`src/rtl/pdl_pkg.sv`:
```
// ----------------------------------------------------------------------------
// pdl_pkg: shared types and constants for the percent decoder
// Holds the queue entry type, the front-end write bundle, the decode phase
// enum and the digit reduction function used by the front end.
// ----------------------------------------------------------------------------
package pdl_pkg;

  localparam logic [7:0] PctChar   = 8'h25;
  localparam logic [7:0] NineChar  = 8'h39;
  localparam logic [7:0] LowerA    = 8'h61;
  localparam logic [7:0] LowerZ    = 8'h7A;
  localparam logic [7:0] UpperA    = 8'h41;
  localparam logic [7:0] UpperZ    = 8'h5A;
  localparam logic [7:0] CaseBit   = 8'h20;
  localparam logic [7:0] LeadByte  = 8'hC3;
  localparam logic [7:0] LatinLow  = 8'h80;
  localparam logic [7:0] LatinHigh = 8'h9E;
  localparam logic [7:0] DigitOff  = 8'd48;
  localparam logic [7:0] AlphaOff  = 8'd55;

  // Decode phase of the front end.
  typedef enum logic [1:0] {
    PH_PLAIN  = 2'd0,
    PH_PCT    = 2'd1,
    PH_DIGIT  = 2'd2
  } phase_e;

  // One decoded byte waiting to be case-folded.
  typedef struct packed {
    logic [7:0] data;
    logic       last;
  } entry_t;

  // Writes from the front end into the queue for one accepted item.
  typedef struct packed {
    logic [1:0] count;
    entry_t     e0;
    entry_t     e1;
  } wr_t;

  // Upper-case a-z, then subtract the ASCII offset of a hex digit.
  function automatic logic [7:0] reduce_digit(input logic [7:0] d);
    logic [7:0] u;
    u = d;
    if (d >= LowerA && d <= LowerZ) u = d - CaseBit;
    return (u <= NineChar) ? (u - DigitOff) : (u - AlphaOff);
  endfunction

endpackage

```
`src/rtl/pdl_front.sv`:
```
// ----------------------------------------------------------------------------
// pdl_front: percent-escape decoder
// Accepts raw bytes, tracks the escape phase, and hands zero, one or two
// decoded bytes per item to the queue. Drops the rest of a name after a
// decoded zero.
// ----------------------------------------------------------------------------
module pdl_front (
  input  logic           clk_i,
  input  logic           rst_ni,
  input  logic           accept_i,
  input  logic [7:0]     in_byte_i,
  input  logic           in_last_i,
  output pdl_pkg::wr_t   wr_o
);
  import pdl_pkg::*;

  phase_e     phase_q, phase_d;
  logic [7:0] held_q, held_d;
  logic       drop_q, drop_d;
  logic [7:0] red;
  logic [7:0] pair;

  assign red  = reduce_digit(in_byte_i);
  assign pair = {held_q[3:0], 4'h0} + red;

  // Next phase, held digit and drop flag.
  always_comb begin
    phase_d = phase_q;
    held_d  = held_q;
    drop_d  = drop_q;
    if (accept_i) begin
      if (drop_q) begin
        if (in_last_i) drop_d = 1'b0;
      end else begin
        unique case (phase_q)
          PH_PCT: begin
            if (in_last_i) begin
              phase_d = PH_PLAIN;
            end else begin
              phase_d = PH_DIGIT;
              held_d  = red;
            end
          end
          PH_DIGIT: begin
            phase_d = PH_PLAIN;
            drop_d  = (pair == 8'h00) && !in_last_i;
          end
          default: begin
            if (in_byte_i == PctChar && !in_last_i) begin
              phase_d = PH_PCT;
            end else begin
              phase_d = PH_PLAIN;
              drop_d  = (in_byte_i == 8'h00) && !in_last_i;
            end
          end
        endcase
      end
    end
  end

  // Queue writes for the accepted item.
  always_comb begin
    wr_o.count   = 2'd0;
    wr_o.e0.data = in_byte_i;
    wr_o.e0.last = in_last_i;
    wr_o.e1.data = in_byte_i;
    wr_o.e1.last = 1'b1;
    if (accept_i && !drop_q) begin
      unique case (phase_q)
        PH_PCT: begin
          // A lone escape before the last byte passes through as two bytes.
          if (in_last_i) begin
            wr_o.count   = 2'd2;
            wr_o.e0.data = PctChar;
            wr_o.e0.last = 1'b0;
          end
        end
        PH_DIGIT: begin
          wr_o.count   = 2'd1;
          wr_o.e0.data = pair;
          wr_o.e0.last = in_last_i || (pair == 8'h00);
        end
        default: begin
          if (!(in_byte_i == PctChar && !in_last_i)) begin
            wr_o.count   = 2'd1;
            wr_o.e0.last = in_last_i || (in_byte_i == 8'h00);
          end
        end
      endcase
    end
  end

  always_ff @(posedge clk_i or negedge rst_ni) begin
    if (!rst_ni) begin
      phase_q <= PH_PLAIN;
      drop_q  <= 1'b0;
    end else begin
      phase_q <= phase_d;
      drop_q  <= drop_d;
    end
  end

  // The held digit is payload and is always rewritten before use.
  always_ff @(posedge clk_i) begin
    held_q <= held_d;
  end

endmodule

```
`src/rtl/pdl_queue.sv`:
```
// ----------------------------------------------------------------------------
// pdl_queue: decoupling queue between decoder and folder
// Takes up to two entries per cycle; gives one per cycle from the head on rd_i.
// Depth must be a power of two.
// ----------------------------------------------------------------------------
module pdl_queue #(
  parameter int Depth = 4
) (
  input  logic                     clk_i,
  input  logic                     rst_ni,
  input  pdl_pkg::wr_t             wr_i,
  input  logic                     rd_i,
  output pdl_pkg::entry_t          head_o,
  output logic                     avail_o,
  output logic [$clog2(Depth+1)-1:0] level_o
);
  import pdl_pkg::*;

  localparam int PtrW = $clog2(Depth);
  localparam int LvlW = $clog2(Depth + 1);

  entry_t            mem_q [Depth];
  logic [PtrW-1:0]   wr_ptr_q, rd_ptr_q;
  logic [LvlW-1:0]   level_q;
  logic [PtrW-1:0]   wr_ptr1;
  logic              do_rd;

  assign wr_ptr1 = wr_ptr_q + PtrW'(1);
  assign do_rd   = rd_i && (level_q != '0);
  assign head_o  = mem_q[rd_ptr_q];
  assign avail_o = (level_q != '0);
  assign level_o = level_q;

  // Entry storage.
  always_ff @(posedge clk_i) begin
    if (wr_i.count != 2'd0) mem_q[wr_ptr_q] <= wr_i.e0;
    if (wr_i.count == 2'd2) mem_q[wr_ptr1]  <= wr_i.e1;
  end

  // Pointers and fill level.
  always_ff @(posedge clk_i or negedge rst_ni) begin
    if (!rst_ni) begin
      wr_ptr_q <= '0;
      rd_ptr_q <= '0;
      level_q  <= '0;
    end else begin
      wr_ptr_q <= wr_ptr_q + PtrW'(wr_i.count);
      if (do_rd) rd_ptr_q <= rd_ptr_q + PtrW'(1);
      level_q  <= level_q + LvlW'(wr_i.count) - LvlW'(do_rd);
    end
  end

endmodule

```
`src/rtl/pdl_back.sv`:
```
// ----------------------------------------------------------------------------
// pdl_back: case folder and result register
// Folds ASCII upper case and Latin-1 letters after a 0xC3 lead byte, and
// holds the result until it is popped.
// ----------------------------------------------------------------------------
module pdl_back (
  input  logic            clk_i,
  input  logic            rst_ni,
  input  pdl_pkg::entry_t head_i,
  input  logic            avail_i,
  output logic            take_o,
  input  logic            pop_i,
  output logic            empty_o,
  output logic [7:0]      out_byte_o,
  output logic            out_last_o
);
  import pdl_pkg::*;

  logic       valid_q, valid_d;
  logic       prefix_q, prefix_d;
  logic [7:0] byte_q, byte_d;
  logic       last_q, last_d;
  logic       is_zero;

  assign is_zero = (head_i.data == 8'h00);
  assign take_o  = avail_i && (!valid_q || pop_i);

  // Fold the head entry and track the lead-byte prefix.
  always_comb begin
    byte_d   = head_i.data;
    prefix_d = prefix_q;
    priority if (is_zero) begin
      prefix_d = 1'b0;
    end else if (prefix_q) begin
      prefix_d = 1'b0;
      if (head_i.data >= LatinLow && head_i.data <= LatinHigh) begin
        byte_d = head_i.data | CaseBit;
      end
    end else if (head_i.data == LeadByte) begin
      prefix_d = 1'b1;
    end else if (head_i.data >= UpperA && head_i.data <= UpperZ) begin
      byte_d = head_i.data | CaseBit;
    end
    if (head_i.last) prefix_d = 1'b0;
    last_d = head_i.last;
  end

  // Result valid flag.
  always_comb begin
    valid_d = valid_q;
    if (take_o) valid_d = 1'b1;
    else if (pop_i) valid_d = 1'b0;
  end

  always_ff @(posedge clk_i or negedge rst_ni) begin
    if (!rst_ni) begin
      valid_q  <= 1'b0;
      prefix_q <= 1'b0;
    end else begin
      valid_q <= valid_d;
      if (take_o) prefix_q <= prefix_d;
    end
  end

  always_ff @(posedge clk_i) begin
    if (take_o) begin
      byte_q <= byte_d;
      last_q <= last_d;
    end
  end

  assign empty_o    = !valid_q;
  assign out_byte_o = byte_q;
  assign out_last_o = last_q;

endmodule

```
`src/rtl/percent_decode_latin_lowercase_top.sv`:
```
// ----------------------------------------------------------------------------
// percent_decode_latin_lowercase_top: streaming percent decoder and folder
// Decodes percent escapes in a byte stream of names and lower-cases the
// result, ASCII and Latin-1 letters encoded after a 0xC3 lead byte.
// ----------------------------------------------------------------------------
// The block takes one byte per cycle on push/full and delivers decoded
// bytes on empty/pop. An item normally yields one result, held first in
// the queue and then in the result register; an escape yields one result
// on its third byte, and a '%' directly before the last byte of a name
// yields two. The front decoder writes into a small queue that drains one
// entry per cycle into the case folder, so full rises only when the queue
// cannot take two more entries, which happens when two-result items arrive
// faster than the folder can drain the extra entries, or while results are
// not popped. A decoded zero is delivered with out_last set and the rest
// of that name is dropped.
module percent_decode_latin_lowercase_top #(
  parameter int QueueDepth = 4
) (
  input  logic       clk_i,
  input  logic       rst_ni,
  input  logic       push,
  output logic       full,
  input  logic [7:0] in_byte_i,
  input  logic       in_last_i,
  output logic       empty,
  input  logic       pop,
  output logic [7:0] out_byte_o,
  output logic       out_last_o
);
  import pdl_pkg::*;

  localparam int LvlW = $clog2(QueueDepth + 1);

  wr_t             wr;
  entry_t          head;
  logic            avail;
  logic            take;
  logic            accept;
  logic [LvlW-1:0] level;

  // Accept only when the queue has room for two entries.
  assign full   = (level >= LvlW'(QueueDepth - 1));
  assign accept = push && !full;

  pdl_front u_front (
    .clk_i     (clk_i),
    .rst_ni    (rst_ni),
    .accept_i  (accept),
    .in_byte_i (in_byte_i),
    .in_last_i (in_last_i),
    .wr_o      (wr)
  );

  pdl_queue #(
    .Depth (QueueDepth)
  ) u_queue (
    .clk_i   (clk_i),
    .rst_ni  (rst_ni),
    .wr_i    (wr),
    .rd_i    (take),
    .head_o  (head),
    .avail_o (avail),
    .level_o (level)
  );

  pdl_back u_back (
    .clk_i      (clk_i),
    .rst_ni     (rst_ni),
    .head_i     (head),
    .avail_i    (avail),
    .take_o     (take),
    .pop_i      (pop),
    .empty_o    (empty),
    .out_byte_o (out_byte_o),
    .out_last_o (out_last_o)
  );

  // The queue never holds more entries than it has slots.
  a_level_bound: assert property (@(posedge clk_i) disable iff (!rst_ni)
    level <= LvlW'(QueueDepth))
    else $error("queue level exceeds depth");

  // A decoded zero always ends the name.
  a_zero_last: assert property (@(posedge clk_i) disable iff (!rst_ni)
    (!empty && out_byte_o == 8'h00) |-> out_last_o)
    else $error("zero result without last flag");

  // A waiting queue entry is loaded into an empty result register in the next cycle.
  a_drain: assert property (@(posedge clk_i) disable iff (!rst_ni)
    (avail && empty) |=> !empty)
    else $error("result register not refilled from queue");

endmodule

```
`config.mk`:
```
export PLATFORM = sky130hd
export DESIGN_NAME = percent_decode_latin_lowercase_top
export DESIGN_NICKNAME = d
export VERILOG_FILES = /design/src/rtl/pdl_pkg.sv /design/src/rtl/pdl_front.sv /design/src/rtl/pdl_queue.sv /design/src/rtl/pdl_back.sv /design/src/rtl/percent_decode_latin_lowercase_top.sv
export SDC_FILE = /design/constraint.sdc
export NUM_CORES = 1
export LEC_CHECK = 0
export BUFFER_PORTS_ARGS = -buffer_cell sky130_fd_sc_hd__buf_2
export CAP_MARGIN = 0
export CORE_MARGIN = 2
export CORE_UTILIZATION = 40
export CTS_BUF_LIST = sky130_fd_sc_hd__clkbuf_8
export DETAILED_ROUTE_END_ITERATION = 10
export SLEW_MARGIN = 5
export SYNTH_ARGS = -nofsm -noshare
export SYNTH_HDL_FRONTEND = slang
export SYNTH_SLANG_ARGS = --single-unit
```
`constraint.sdc`:
```
create_clock -name clk_i -period 3.2 [get_ports clk_i]
set_input_delay 0 -clock clk_i [delete_from_list [all_inputs] [get_ports clk_i]]
set_output_delay 0 -clock clk_i [all_outputs]
set_load 0.005 [all_outputs]
```
==> metrics.md <==
| Metric | Value |
|---|---|
| Status | finished, violations left |
| Failing checks | setup timing |
| Fin crit share | 100% |
| Initial antenna violation count | 0 |
| Clock latency on the worst-skew pair | 0.34 ns |
| # DRC | 0 |
| Final hold vios | 0 |
| Placement Setup Slack | -0.538 ns |
| Final WS setup | -0.0149 ns |
| GRT overflow | 0 |
| #FFs+latches synth | 61 |
| Post-synth ARST share | around a fifth |
| Die width | ~100 µm |
| Arrival @ worst endpoint | 3.48 ns |
| Worst-path fanout max | 3 |
| Clock sink count | 61 |
| Count of warnings emitted by yosys | 0 |
| Final setup fails | 2 |
| Clk buf depth | 2 |
| Global Route Usage Sum | 19.0% |
| Antenna-violating nets left | 0 |
| Initial core utilization | 40.9% |
| Max cap viols | 0 |
| Post-synthesis sequential area ratio | roughly 46% |
| List of most frequent post-synthesis cells | edfxtp_1, nand2_1, o21ai_0 |
| EDFF count, synth | 45 |
| Period minus WS final | 3.21 ns |
| Worst path required time | between 3 and 4 ns |
| Drt via density | 5.49 |
| Clock transition at path regs | roughly 0.08 ns |
| Cell Pwr Density | 632 nW/µm² |
| H-tree Lvls | 3 |
| CTS tree | yes |
| Post-Route WL | 8980 µm |
| Worst Max-Slew Pin Slew | 0.542 ns |
| Syn avg cell area | ~11 µm² |
| Placed wire-length estimate | 6900 µm |
| Average routed wire per standard cell | 16.9 µm |
| Relative slew slack | a little under two thirds |
| Die height | between 100 and 150 µm |
| WS Path Type | in2reg |
| Synthesized instance count | ~350 |
| Final-layout fill cell count | a little over 800 |
| Setup Skew | approximately 0.016 ns |
| Gp weighted congestion | between 0.8 and 0.9 |
| Core box area | 9150 µm² |
| Max VDD drop | between 200 and 250 µV |
| Startpoint Class | primary input |
| Vias in the first global route | 2950 |
| Worst setup EP type | flip-flop |
| Top-count cell post-synth | edfxtp_1 |
| Vias post-DR | 2912 |
| First-pass DRT Iterations | 4 |
| Yosys cell types | 62 |
| First-pass GRT wire length | 14700 µm |
| Setup TNS | -0.0161 ns |
| Mapped Nets | just under 400 |
| Top cell type's share of synthesized area | 36.1% |
| NumNets Final | 445 |
| Post-synth top area cell | edfxtp_1 |
| Number of port buffers | 23 |
| Synth Flop Type | edfxtp_1 |
| Max Clk Rate | 311 MHz |
| Die area | 10100 µm² |
| Synth-to-layout area growth | 22.2% |
| Diodes inserted | 0 |
| Hold crit path type | in2async |
| Share of layout cells above drive strength 1 | 29.8% |
| CTS buffer count | 9 |
| CTS root buf | clkbuf_8 |
| Post-Syn Area | 3740 µm² |
| Largest net degree at the start of global routing | 17 |
| Max-slew violation count | 0 |
| Area contributors post-synth | edfxtp_1, dfrtp_1, mux4_2, ha_1, nand2_1 |
| FP Rows | 35 |
| Io pins | 24 |
| Pleak | about 0.0018 µW |
| RSZ-0062 raised after global routing | true |
| DRT iter0 DRCs | 241 |
## registers in the layout (all words and copies together), names as in the netlist
register,count
u_queue.mem_q,36
u_back.out_byte_o,8
u_front.held_q,4
u_queue.level_o,3
u_front.phase_q,2
u_queue.rd_ptr_q,2
u_queue.wr_ptr_q,2
u_back.out_last_o,1
u_back.prefix_q,1
u_back.valid_q,1
u_front.drop_q,1
## logic make-up after synthesis
logic type,Yosys count,synth area share [%]
and+or+nand+nor,123,16.8
AOI/OAI and AO/OA,92,17.4
DFF,61,46.3
buffers and inverters,35,3.84
adders and majority gates,19,6.68
xor gates and xnor gates,14,3.28
muxes,10,5.72
## through the flow
step                      util, %  hold slack, ns  std cells  cell area, µm²  power, µW
after detailed placement     46.8         -0.0838        509            4280       2210
after global placement       46.8         -0.0894        509            4280       2190
after global routing         50.0           0.106        530            4570       3080
final                        50.0          0.0826        530            4570       2890
after CTS                    49.7          0.0762        530            4550       2920
after floorplan                 -          -0.296        354            3850       1890
## cell usage in the layout, fill, tap and decap left out, types with 12 or more instances in the layout
cell / count
edfxtp_1: 45
nand2_1: 42
buf_4: 39
o21ai_0: 24
nor2_1: 22
buf_2: 21
inv_1: 16
nor3_1: 14
ha_1: 12
dfrtp_1: 12
## timing repair
action	4_1_cts	5_1_grt
endpoints found under the hold margin	14	0
buffers inserted	2	0
pin swaps	7	5
setup endpoints to repair	12	13
hold buffers	3	0
resized for setup	5	6
## routing by layer
layer  part of all wire, %  global-route usage (%)  vias to the layer above
met5                     0                       0                        -
met2                    49                    32.3                       61
met4                  0.99                    4.43                        0
li1                      -                       -                     1436
met3                   4.1                    3.74                        8
met1                    46                    25.2                     1407
## worst paths after layout
check | from | end | slack (ns) | cells after the start
max | in_byte_i[0] | u_queue.mem_q[1][0]$_SDFFE_PP1P_ | -0.01 | 21
min | rst_ni | u_queue.level_o[0]$_DFF_PN0_ | 0.08 | 2
max reg2reg | u_queue.rd_ptr_q[0]$_DFFE_PN0P_ | u_back.out_byte_o[5]$_DFFE_PP_ | 0.48 | 7
min reg2reg | u_queue.mem_q[2][0]$_SDFFE_PP1P_ | u_queue.mem_q[2][0]$_SDFFE_PP1P_ | 0.51 | 2
max in group asynchronous | rst_ni | u_back.prefix_q$_DFFE_PN0P_ | 2.87 | 2
min in group clk_i | in_last_i | u_queue.wr_ptr_q[1]$_DFF_PN0_ | 0.09 | 3
## critical path: stages
cell and delay, ns:
buf_8 0.10, inv_8 0.05, ha_4 0.13, nor2b_4 0.03
o211a_4 0.22, o41a_4 0.44, ha_4 0.18, a31oi_4 0.13
o31ai_2 0.09, or2_1 0.23, nand2_2 0.07, xor2_1 0.16
ha_2 0.21, inv_2 0.04, fa_2 0.51, nand4_1 0.12
nor3_1 0.16, o211ai_1 0.17, o31ai_4 0.11, o211ai_2 0.15
a31oi_1 0.17
## report_power, final
group | internal (µW) | switching (µW)
Clock | 362 | 326
Combinational | 482 | 494
Sequential | 1080 | 145
Total | 1930 | 965
## layout make-up
| type | instances | area [µm²] | share of cell area [%] |
|---|---|---|---|
| Timing Repair Buffer | 65 | 454 | 9.93 |
| Inverter | 19 | 78.8 | 1.72 |
| Tap cell | 111 | 139 | 3.04 |
| Multi-Input combinational cell | 258 | 1970 | 43.1 |
| Clock buffer | 9 | 124 | 2.71 |
| Sequential cell | 61 | 1730 | 37.9 |
| Clock inverter | 7 | 75.1 | 1.64 |
(Power assumes the default switching activity.)
